===== config.mk =====
export PLATFORM = sky130hd
export DESIGN_NAME = token_bucket_packet_shaper_core_flat
export DESIGN_NICKNAME = d
export VERILOG_FILES = /design/src/rtl/tbps_pkg.sv /design/src/rtl/tbps_ifs.sv /design/src/rtl/tbps_wait_queue.sv /design/src/rtl/tbps_ready_queue.sv /design/src/rtl/token_bucket_packet_shaper_core.sv /design/src/flat_wrapper.sv
export VERILOG_INCLUDE_DIRS = /design/src /design/src/rtl
export SDC_FILE = /design/constraint.sdc
export NUM_CORES = 2
export LEC_CHECK = 0
export BUFFER_PORTS_ARGS = -buffer_cell sky130_fd_sc_hd__buf_2
export CORE_MARGIN = 5
export CORE_UTILIZATION = 53
export CTS_BUF_LIST = sky130_fd_sc_hd__clkbuf_4 sky130_fd_sc_hd__clkbuf_8
export CTS_CLUSTER_DIAMETER = 120
export DETAILED_ROUTE_END_ITERATION = 10
export PLACE_DENSITY = 0.69
export SYNTH_ARGS = -nofsm -noshare
export SYNTH_HDL_FRONTEND = slang
export SYNTH_SLANG_ARGS = --single-unit

===== constraint.sdc =====
create_clock -name clk -period 18.7 [get_ports clk]
set_input_delay 0.935 -clock clk [delete_from_list [all_inputs] [get_ports clk]]
set_output_delay 0.935 -clock clk [all_outputs]
set_load 0.05 [all_outputs]

===== src/rtl/token_bucket_packet_shaper_core_assert.svh =====
// Assertion macros for the token bucket shaper core
`ifndef TOKEN_BUCKET_PACKET_SHAPER_CORE_ASSERT_SVH
`define TOKEN_BUCKET_PACKET_SHAPER_CORE_ASSERT_SVH

// Check a property on every clock edge outside reset
`define TBPS_ASSERT(name, prop, msg) \
  name: assert property (@(posedge clk) disable iff (rst) prop) else $error(msg);

// Check a property on every clock edge, reset included
`define TBPS_ASSERT_ALWAYS(name, prop, msg) \
  name: assert property (@(posedge clk) prop) else $error(msg);

`endif


===== src/rtl/tbps_pkg.sv =====
// Shared constants, codes and types for the token bucket shaper
`default_nettype none

package tbps_pkg;

  localparam int WAIT_DEPTH  = 16;
  localparam int READY_DEPTH = 16;

  localparam int WAIT_AW  = (WAIT_DEPTH > 1) ? $clog2(WAIT_DEPTH) : 1;
  localparam int READY_AW = (READY_DEPTH > 1) ? $clog2(READY_DEPTH) : 1;
  localparam int WAIT_FW  = $clog2(WAIT_DEPTH + 1);
  localparam int READY_FW = $clog2(READY_DEPTH + 1);

  localparam int OP_W     = 2;
  localparam int ID_W     = 16;
  localparam int TOK_W    = 16;
  localparam int SVC_W    = 16;
  localparam int STATUS_W = 3;
  localparam int LIMIT_W  = 31;
  localparam int CFG_IDX_W  = 1;
  localparam int CFG_DATA_W = 31;

  localparam logic [OP_W-1:0] OP_TICK   = 2'd0;
  localparam logic [OP_W-1:0] OP_ARRIVE = 2'd1;
  localparam logic [OP_W-1:0] OP_SERVE  = 2'd2;

  localparam logic [STATUS_W-1:0] ST_ADDED    = 3'd0;
  localparam logic [STATUS_W-1:0] ST_DROPPED  = 3'd1;
  localparam logic [STATUS_W-1:0] ST_QUEUED   = 3'd2;
  localparam logic [STATUS_W-1:0] ST_OVERSIZE = 3'd3;
  localparam logic [STATUS_W-1:0] ST_REFUSED  = 3'd4;
  localparam logic [STATUS_W-1:0] ST_QFULL    = 3'd5;
  localparam logic [STATUS_W-1:0] ST_SERVED   = 3'd6;
  localparam logic [STATUS_W-1:0] ST_NONE     = 3'd7;

  localparam logic [CFG_IDX_W-1:0] CFG_BUCKET_DEPTH  = 1'd0;
  localparam logic [CFG_IDX_W-1:0] CFG_ARRIVAL_LIMIT = 1'd1;

  localparam logic [TOK_W-1:0] BUCKET_DEPTH_RST  = 16'd10;
  localparam logic [LIMIT_W-1:0] ARRIVAL_LIMIT_RST = 31'd20;

  typedef struct packed {
    logic [ID_W-1:0]  id;
    logic [TOK_W-1:0] need;
    logic [SVC_W-1:0] svc;
  } wait_entry_t;

  typedef struct packed {
    logic [ID_W-1:0]  id;
    logic [SVC_W-1:0] svc;
  } ready_entry_t;

  typedef struct packed {
    logic push;
    logic pop;
  } q_ctrl_t;

  typedef struct packed {
    logic empty;
    logic full;
  } q_stat_t;

  typedef struct packed {
    logic [STATUS_W-1:0] status;
    logic [TOK_W-1:0]    token_level;
    logic                moved;
    logic [ID_W-1:0]     moved_packet_id;
    logic [ID_W-1:0]     served_packet_id;
    logic [SVC_W-1:0]    served_service_time;
  } result_t;

endpackage

`default_nettype wire


===== src/rtl/tbps_ifs.sv =====
// Word channels of the token bucket shaper: request, result and config write
`default_nettype none

interface tbps_req_if;
  logic                       valid;
  logic                       ready;
  logic [tbps_pkg::OP_W-1:0]  operation;
  logic [tbps_pkg::ID_W-1:0]  packet_id;
  logic [tbps_pkg::TOK_W-1:0] tokens_needed;
  logic [tbps_pkg::SVC_W-1:0] service_time;

  modport source (output valid, operation, packet_id, tokens_needed, service_time,
                  input ready);
  modport sink (input valid, operation, packet_id, tokens_needed, service_time,
                output ready);
endinterface

interface tbps_rsp_if;
  logic                          valid;
  logic                          ready;
  logic [tbps_pkg::STATUS_W-1:0] status;
  logic [tbps_pkg::TOK_W-1:0]    token_level;
  logic                          moved;
  logic [tbps_pkg::ID_W-1:0]     moved_packet_id;
  logic [tbps_pkg::ID_W-1:0]     served_packet_id;
  logic [tbps_pkg::SVC_W-1:0]    served_service_time;

  modport source (output valid, status, token_level, moved, moved_packet_id,
                  served_packet_id, served_service_time, input ready);
  modport sink (input valid, status, token_level, moved, moved_packet_id,
                served_packet_id, served_service_time, output ready);
endinterface

interface tbps_cfg_if;
  logic                            valid;
  logic                            ready;
  logic [tbps_pkg::CFG_IDX_W-1:0]  index;
  logic [tbps_pkg::CFG_DATA_W-1:0] data;

  modport source (output valid, index, data, input ready);
  modport sink (input valid, index, data, output ready);
endinterface

`default_nettype wire


===== src/rtl/tbps_wait_queue.sv =====
// Wait queue: circular store of packets waiting for tokens
`default_nettype none

module tbps_wait_queue (
  input  wire                        clk,
  input  wire                        rst,
  input  wire tbps_pkg::q_ctrl_t     ctrl,
  input  wire tbps_pkg::wait_entry_t wdata,
  output tbps_pkg::wait_entry_t      head_entry,
  output tbps_pkg::q_stat_t          stat
);
  import tbps_pkg::*;

  wait_entry_t        store [WAIT_DEPTH];
  logic [WAIT_AW-1:0] head;
  logic [WAIT_AW-1:0] tail;
  logic [WAIT_FW-1:0] fill;

  always_ff @(posedge clk) begin
    if (ctrl.push) begin
      store[tail] <= wdata;
    end
  end

  always_ff @(posedge clk) begin
    if (rst) begin
      head <= '0;
      tail <= '0;
      fill <= '0;
    end else begin
      if (ctrl.push) begin
        tail <= (tail == WAIT_AW'(WAIT_DEPTH - 1)) ? '0 : tail + 1'b1;
      end
      if (ctrl.pop) begin
        head <= (head == WAIT_AW'(WAIT_DEPTH - 1)) ? '0 : head + 1'b1;
      end
      unique case ({ctrl.push, ctrl.pop})
        2'b10:   fill <= fill + 1'b1;
        2'b01:   fill <= fill - 1'b1;
        default: fill <= fill;
      endcase
    end
  end

  assign head_entry = store[head];
  assign stat.empty = (fill == '0);
  assign stat.full  = (fill == WAIT_FW'(WAIT_DEPTH));

endmodule

`default_nettype wire


===== src/rtl/tbps_ready_queue.sv =====
// Ready queue: circular store of packets cleared for the server
`default_nettype none

module tbps_ready_queue (
  input  wire                         clk,
  input  wire                         rst,
  input  wire tbps_pkg::q_ctrl_t      ctrl,
  input  wire tbps_pkg::ready_entry_t wdata,
  output tbps_pkg::ready_entry_t      head_entry,
  output tbps_pkg::q_stat_t           stat
);
  import tbps_pkg::*;

  ready_entry_t        store [READY_DEPTH];
  logic [READY_AW-1:0] head;
  logic [READY_AW-1:0] tail;
  logic [READY_FW-1:0] fill;

  always_ff @(posedge clk) begin
    if (ctrl.push) begin
      store[tail] <= wdata;
    end
  end

  always_ff @(posedge clk) begin
    if (rst) begin
      head <= '0;
      tail <= '0;
      fill <= '0;
    end else begin
      if (ctrl.push) begin
        tail <= (tail == READY_AW'(READY_DEPTH - 1)) ? '0 : tail + 1'b1;
      end
      if (ctrl.pop) begin
        head <= (head == READY_AW'(READY_DEPTH - 1)) ? '0 : head + 1'b1;
      end
      unique case ({ctrl.push, ctrl.pop})
        2'b10:   fill <= fill + 1'b1;
        2'b01:   fill <= fill - 1'b1;
        default: fill <= fill;
      endcase
    end
  end

  assign head_entry = store[head];
  assign stat.empty = (fill == '0);
  assign stat.full  = (fill == READY_FW'(READY_DEPTH));

endmodule

`default_nettype wire


===== src/rtl/token_bucket_packet_shaper_core.sv =====
// Token bucket shaper core: bucket, arrival limit, wait and ready queues
//
//   channel | dir | word carries
//   --------+-----+---------------------------------------------------------
//   req     | in  | operation, packet_id, tokens_needed, service_time
//   rsp     | out | status, token_level, moved, moved_packet_id, served_*
//   cfg     | in  | index (0 bucket_depth, 1 arrival_limit), data
//
// One word per cycle while rsp does not stall: a request word lands in the input register,
// is executed once the output register has room and its result lands in the output register.
// rsp.valid rises once the word has passed the input and output registers; rsp is accepted no earlier.
// A stalled rsp holds the pending request word; req.ready drops only then.
// Reset clears the bucket, arrival count and both queues; cfg is always ready.
`default_nettype none

module token_bucket_packet_shaper_core (
  input wire       clk,
  input wire       rst,
  tbps_req_if.sink   req,
  tbps_rsp_if.source rsp,
  tbps_cfg_if.sink   cfg
);
  import tbps_pkg::*;

  logic [TOK_W-1:0]   bucket_depth;
  logic [LIMIT_W-1:0] arrival_limit;
  logic [TOK_W-1:0]   token_count;
  logic [LIMIT_W-1:0] arrivals_seen;

  logic               q_valid;
  logic [OP_W-1:0]    q_op;
  wait_entry_t        q_pkt;

  logic               r_valid;
  result_t            r_res;

  logic               exec;
  q_ctrl_t            wq_ctrl;
  q_ctrl_t            rq_ctrl;
  q_stat_t            wq_stat;
  q_stat_t            rq_stat;
  wait_entry_t        wq_head;
  ready_entry_t       rq_head;
  ready_entry_t       rq_wdata;
  wait_entry_t        head_sel;

  logic [STATUS_W-1:0] status;
  logic                attempt;
  logic                w_push;
  logic                r_pop;
  logic                move;
  logic [TOK_W-1:0]    tok_pre;
  logic [TOK_W-1:0]    token_count_next;
  logic [LIMIT_W-1:0]  arrivals_seen_next;
  result_t             res_next;

  assign cfg.ready = 1'b1;

  always_ff @(posedge clk) begin
    if (rst) begin
      bucket_depth  <= BUCKET_DEPTH_RST;
      arrival_limit <= ARRIVAL_LIMIT_RST;
    end else if (cfg.valid) begin
      unique case (cfg.index)
        CFG_BUCKET_DEPTH:  bucket_depth  <= cfg.data[TOK_W-1:0];
        CFG_ARRIVAL_LIMIT: arrival_limit <= cfg.data[LIMIT_W-1:0];
        default:           bucket_depth  <= bucket_depth;
      endcase
    end
  end

  assign exec      = q_valid && (!r_valid || rsp.ready);
  assign req.ready = !q_valid || exec;

  always_ff @(posedge clk) begin
    if (rst) begin
      q_valid <= 1'b0;
    end else if (req.ready) begin
      q_valid <= req.valid;
    end
  end

  always_ff @(posedge clk) begin
    if (req.valid && req.ready) begin
      q_op       <= req.operation;
      q_pkt.id   <= req.packet_id;
      q_pkt.need <= req.tokens_needed;
      q_pkt.svc  <= req.service_time;
    end
  end

  always_comb begin
    status             = ST_NONE;
    attempt            = 1'b0;
    w_push             = 1'b0;
    r_pop              = 1'b0;
    tok_pre            = token_count;
    arrivals_seen_next = arrivals_seen;
    unique case (q_op)
      OP_TICK: begin
        if (token_count < bucket_depth) begin
          tok_pre = token_count + 1'b1;
          status  = ST_ADDED;
          attempt = 1'b1;
        end else begin
          status = ST_DROPPED;
        end
      end
      OP_ARRIVE: begin
        if (arrivals_seen >= arrival_limit) begin
          status = ST_REFUSED;
        end else begin
          arrivals_seen_next = arrivals_seen + 1'b1;
          priority if (q_pkt.need > bucket_depth) begin
            status = ST_OVERSIZE;
          end else if (wq_stat.full) begin
            status = ST_QFULL;
          end else begin
            w_push  = 1'b1;
            status  = ST_QUEUED;
            attempt = 1'b1;
          end
        end
      end
      OP_SERVE: begin
        if (!rq_stat.empty) begin
          r_pop  = 1'b1;
          status = ST_SERVED;
        end
      end
      default: status = ST_NONE;
    endcase

    // bypass the arriving packet when the wait queue is empty
    head_sel = wq_stat.empty ? q_pkt : wq_head;
    move     = attempt && (!wq_stat.empty || w_push) && !rq_stat.full &&
               (tok_pre >= head_sel.need);
    token_count_next = move ? tok_pre - head_sel.need : tok_pre;

    rq_wdata.id  = head_sel.id;
    rq_wdata.svc = head_sel.svc;

    res_next.status              = status;
    res_next.token_level         = token_count_next;
    res_next.moved               = move;
    res_next.moved_packet_id     = move ? head_sel.id : '0;
    res_next.served_packet_id    = r_pop ? rq_head.id : '0;
    res_next.served_service_time = r_pop ? rq_head.svc : '0;
  end

  assign wq_ctrl.push = exec && w_push;
  assign wq_ctrl.pop  = exec && move;
  assign rq_ctrl.push = exec && move;
  assign rq_ctrl.pop  = exec && r_pop;

  tbps_wait_queue u_wait (
    .clk        (clk),
    .rst        (rst),
    .ctrl       (wq_ctrl),
    .wdata      (q_pkt),
    .head_entry (wq_head),
    .stat       (wq_stat)
  );

  tbps_ready_queue u_ready (
    .clk        (clk),
    .rst        (rst),
    .ctrl       (rq_ctrl),
    .wdata      (rq_wdata),
    .head_entry (rq_head),
    .stat       (rq_stat)
  );

  always_ff @(posedge clk) begin
    if (rst) begin
      token_count   <= '0;
      arrivals_seen <= '0;
    end else if (exec) begin
      token_count   <= token_count_next;
      arrivals_seen <= arrivals_seen_next;
    end
  end

  always_ff @(posedge clk) begin
    if (rst) begin
      r_valid <= 1'b0;
    end else if (exec) begin
      r_valid <= 1'b1;
    end else if (rsp.ready) begin
      r_valid <= 1'b0;
    end
  end

  always_ff @(posedge clk) begin
    if (exec) begin
      r_res <= res_next;
    end
  end

  assign rsp.valid               = r_valid;
  assign rsp.status              = r_res.status;
  assign rsp.token_level         = r_res.token_level;
  assign rsp.moved               = r_res.moved;
  assign rsp.moved_packet_id     = r_res.moved_packet_id;
  assign rsp.served_packet_id    = r_res.served_packet_id;
  assign rsp.served_service_time = r_res.served_service_time;

`include "token_bucket_packet_shaper_core_assert.svh"

  `TBPS_ASSERT(a_move_only_after_gain,
    rsp.valid && rsp.moved |-> (rsp.status == ST_ADDED || rsp.status == ST_QUEUED),
    "move reported without an added token or queued packet")
  `TBPS_ASSERT(a_no_move_into_full, exec && rq_stat.full |-> !move,
    "move into a full ready queue")
  `TBPS_ASSERT(a_tick_within_depth,
    exec && (q_op == OP_TICK) && (status == ST_ADDED) |=>
      (token_count <= $past(bucket_depth)),
    "added token left bucket above depth")
  `TBPS_ASSERT_ALWAYS(a_exec_needs_room, exec |-> (!r_valid || rsp.ready),
    "result register overwritten while stalled")

endmodule

`default_nettype wire


===== src/flat_wrapper.sv =====
// flat-port wrapper written by rule: the top's interface ports become plain ports
module token_bucket_packet_shaper_core_flat import tbps_pkg::*;
  (clk, rst, req_valid, req_operation, req_packet_id, req_tokens_needed, req_service_time, req_ready, rsp_valid, rsp_status, rsp_token_level, rsp_moved, rsp_moved_packet_id, rsp_served_packet_id, rsp_served_service_time, rsp_ready, cfg_valid, cfg_index, cfg_data, cfg_ready);
  tbps_req_if req_i ();
  tbps_rsp_if rsp_i ();
  tbps_cfg_if cfg_i ();
  input wire clk;
  input wire rst;
  input wire logic [$bits(req_i.valid)-1:0] req_valid;
  input wire logic [$bits(req_i.operation)-1:0] req_operation;
  input wire logic [$bits(req_i.packet_id)-1:0] req_packet_id;
  input wire logic [$bits(req_i.tokens_needed)-1:0] req_tokens_needed;
  input wire logic [$bits(req_i.service_time)-1:0] req_service_time;
  output wire logic [$bits(req_i.ready)-1:0] req_ready;
  output wire logic [$bits(rsp_i.valid)-1:0] rsp_valid;
  output wire logic [$bits(rsp_i.status)-1:0] rsp_status;
  output wire logic [$bits(rsp_i.token_level)-1:0] rsp_token_level;
  output wire logic [$bits(rsp_i.moved)-1:0] rsp_moved;
  output wire logic [$bits(rsp_i.moved_packet_id)-1:0] rsp_moved_packet_id;
  output wire logic [$bits(rsp_i.served_packet_id)-1:0] rsp_served_packet_id;
  output wire logic [$bits(rsp_i.served_service_time)-1:0] rsp_served_service_time;
  input wire logic [$bits(rsp_i.ready)-1:0] rsp_ready;
  input wire logic [$bits(cfg_i.valid)-1:0] cfg_valid;
  input wire logic [$bits(cfg_i.index)-1:0] cfg_index;
  input wire logic [$bits(cfg_i.data)-1:0] cfg_data;
  output wire logic [$bits(cfg_i.ready)-1:0] cfg_ready;
  assign req_i.valid = req_valid;
  assign req_i.operation = req_operation;
  assign req_i.packet_id = req_packet_id;
  assign req_i.tokens_needed = req_tokens_needed;
  assign req_i.service_time = req_service_time;
  assign req_ready = req_i.ready;
  assign rsp_valid = rsp_i.valid;
  assign rsp_status = rsp_i.status;
  assign rsp_token_level = rsp_i.token_level;
  assign rsp_moved = rsp_i.moved;
  assign rsp_moved_packet_id = rsp_i.moved_packet_id;
  assign rsp_served_packet_id = rsp_i.served_packet_id;
  assign rsp_served_service_time = rsp_i.served_service_time;
  assign rsp_i.ready = rsp_ready;
  assign cfg_i.valid = cfg_valid;
  assign cfg_i.index = cfg_index;
  assign cfg_i.data = cfg_data;
  assign cfg_ready = cfg_i.ready;
  token_bucket_packet_shaper_core u_core (.clk(clk), .rst(rst), .req(req_i), .rsp(rsp_i), .cfg(cfg_i));
endmodule

==> flow_summary.ini <==
[synth]
synth-main-ff-cell = edfxtp_1
yosysMostFrequentCell = edfxtp_1
syn_area_sq_mm = 0.0608
synth_top_area_frac = 0.690
syn_avg_cell_area_sq_um = 19.4
synthCells = 3136
yosys.cell_types.count = 77
syn-num-nets = 3321
synth_common_cells = edfxtp_1 (1398), mux4_2 (399), nand2_1 (184), dfxtp_1 (126), a21oi_1 (110)
ys_seq_area_frac = 0.731
yosysWarnings = 0
ys_seq_elements = 1524
netlist_top_cells_area = edfxtp_1 (69%), mux4_2 (15%), dfxtp_1 (4.1%)
synth-async-reset-ratio = 0
yosysTopAreaCell = edfxtp_1
synth_edf_count = 1398

[grt]
grt-ovfl-total = 0
antenna_found_initial = 4
grt_pass1_wl_um = 200000
grt_pass1_vias = 31800
grt_max_degree = 95
gr-usage-all-layers = 0.219

[clock_tree]
cts_made_buffers = 228
clk_path_buf_depth = 3
root_buffer = clkbuf_8
cts_resized = 0
clk_latency_ps = 900
cts_setup_buffers = 0
cts_max_level = 4
cts_tree = yes
cts.sinks = 1524
clk_pin_slew_ps = 70
ctsHoldBuffers = 0

[floorplanning]
fp.dieH_um = 349
start_util = 0.533
ios = 158
num_rows = 124
core-area_sq_mm = 0.114
die_w_um = 349
die_area_sq_mm = 0.122

[pwr]
p_leak_uw = 0.0221
clock_power_share = 0.406
p_sw_frac = 0.213
seqPwrFrac = 0.568
p_int_uw = 5240
power_frac_comb = 0.027
power_uw = 6660
peakVddDrop_mv = 0.0560
p_switching_uw = 1420
power_density_mw_per_mm2 = 97.8

[timing]
relSlewSlack = 0.191
final-hold-violation-count = 0
max_freq_mhz = 117
setup_viol = 0
slew_violations = 0
worst_pin_slew_ps = 1210
min_period_over_period = 0.457
period_minus_slack_ps = 8550
rsz0062_at_grt = no
fin_skew_ps = 48.2
setup_tns_ps = 0

[layout]
num-fill-cells = 8200
final_nets = 3598
fin_area_sq_mm = 0.0681
area_growth_pct = 11.9
final_util = 0.596
layout-drive-gt1-share = 0.295

[place]
gp_congestion = 0.852
dpl-instance-area_sq_mm = 0.0634
place.detailed.hpwl_um = 74900
numPortBuffers = 156

[critical_path]
crit_arrival_ps = 9360
crit_type = register to register
critical_path_required_ps = 19510
path_max_fanout = 49
cp-end-kind = register
cp-start-kind = register

[outcome]
outcome = complete, no violations

[drt]
drt_iter0_drc = 2688
wl_per_cell_um = 26.1
drc = 0
drt-total-wl_um = 134000
firstDrtPassIters = 6
ant_nets = 0
post_drt_via_cell_ratio = 6.00
vias = 30700

[hold_path]
worstHoldPathType = input port to register

[job]
maxCapViolCount = 0
layout make-up:
class | count | area, sq um | area share
clock inverter | 116 | 802 | 0.0118
tap | 1512 | 1890 | 0.0278
multi-input combinational | 1382 | 15600 | 0.229
sequential | 1524 | 44500 | 0.654
antenna | 4 | 10.0 | 0.000147
clock buffer | 307 | 3810 | 0.0560
timing repair buffer | 200 | 1110 | 0.0164
inverter | 77 | 294 | 0.00432
kinds of logic after synthesis:
family,synth area share
compound gates,0.0257
xor+xnor,0.00864
fa+ha+maj,0.0203
buf+inv,0.0146
flops,0.731
mux,0.157
other cells,0.0000616
simple gates,0.0418
power by group through the flow:
stage | Sequential, uW | Clock, uW | Combinational (uW)
after CTS | 3780 | 2760 | 177
after global placement | 3850 | 0 | 172
after detailed placement | 3850 | 0 | 177
final | 3780 | 2700 | 178
after floorplan | 3860 | 0 | 91.1
after global routing | 3780 | 2920 | 193
layer usage:
layer | vias to the layer above | GRT usage | share of wire
met5 | - | 0 | 0.000082
met4 | 2 | 0.0599 | 0.020
met3 | 222 | 0.0364 | 0.061
met2 | 1142 | 0.357 | 0.49
met1 | 16000 | 0.313 | 0.43
li1 | 13300 | - | -
worst max-delay path: stages, from the launching register on:
cell,delay (ps)
dfxtp_4,950
buf_4,880
buf_4,860
mux4_2,600
mux4_2,460
mux2_2,300
ha_1,220
inv_1,80
fa_1,220
a31oi_1,110
o22ai_1,360
or3_4,420
nand2_4,230
inv_4,270
nand2_2,130
inv_2,330
ha_1,430
xor2_1,190
ha_1,210
o21ai_0,110
a21oi_1,220
a21oi_1,110
xor2_1,160
or3_1,320
a21oi_1,140
path summary, 6_finish.rpt:
| kind | start | endpoint | slack, ps | cells past startpoint |
|---|---|---|---|---|
| min | req_packet_id[9] | u_core.q_pkt[41] | 210 | 1 |
| max reg2reg | register | u_core.u_wait.fill[4] | 10150 | 24 |
| max | register | u_core.u_wait.fill[4] | 10150 | 24 |
| min reg2reg | u_core.arrival_limit[27] | u_core.arrival_limit[27] | 450 | 2 |
layout by cell type (no fill, tap or decap), drive strengths merged, types with 9 or more instances in the layout:
| master | count |
|---|---|
| o21ai | 46 |
| nor3 | 26 |
| ha | 97 |
| inv | 86 |
| nor2 | 109 |
| mux4 | 399 |
| nand3 | 26 |
| buf | 200 |
| clkbuf | 307 |
| nor2b | 15 |
| xnor2 | 27 |
| mux2i | 21 |
| nand2b | 9 |
| dfxtp | 126 |
| nand4 | 26 |
| and3 | 73 |
| nand2 | 186 |
| xor2 | 33 |
| mux2 | 34 |
| o21a | 9 |
| edfxtp | 1398 |
| a21o | 20 |
| clkinv | 95 |
| a21oi | 110 |
| or3 | 19 |
state kept, by name, summed over array words and instances (netlist names), named ones only:
| register | cells |
|---|---|
| u_core.rsp.served_service_time | 16 |
| u_core.q_pkt | 48 |
| u_core.q_valid | 1 |
| u_core.rsp.valid | 1 |
| u_core.u_ready.store | 512 |
| u_core.rsp.status | 3 |
| u_core.u_wait.head | 4 |
| u_core.rsp.token_level | 16 |
| u_core.u_wait.tail | 4 |
| u_core.u_wait.fill | 5 |
| u_core.rsp.moved_packet_id | 16 |
| u_core.arrival_limit | 31 |
| u_core.rsp.moved | 1 |
| u_core.q_op | 2 |
| u_core.bucket_depth | 16 |
| u_core.token_count | 16 |
| u_core.u_ready.tail | 4 |
| u_core.rsp.served_packet_id | 16 |
| u_core.u_wait.store | 768 |
| u_core.u_ready.fill | 5 |
| u_core.u_ready.head | 4 |
| u_core.arrivals_seen | 31 |
metrics by stage:
step | hold slack [ps] | std cells | setup WS (ps)
after global placement | 449 | 4695 | 10330
after detailed placement | 449 | 4695 | 10150
after CTS | 119 | 5118 | 10100
final | 211 | 5122 | 10150
after floorplan | 436 | 3136 | 11860
after global routing | 155 | 5120 | 9350
No activity file was read; power rests on OpenSTA's default activity.
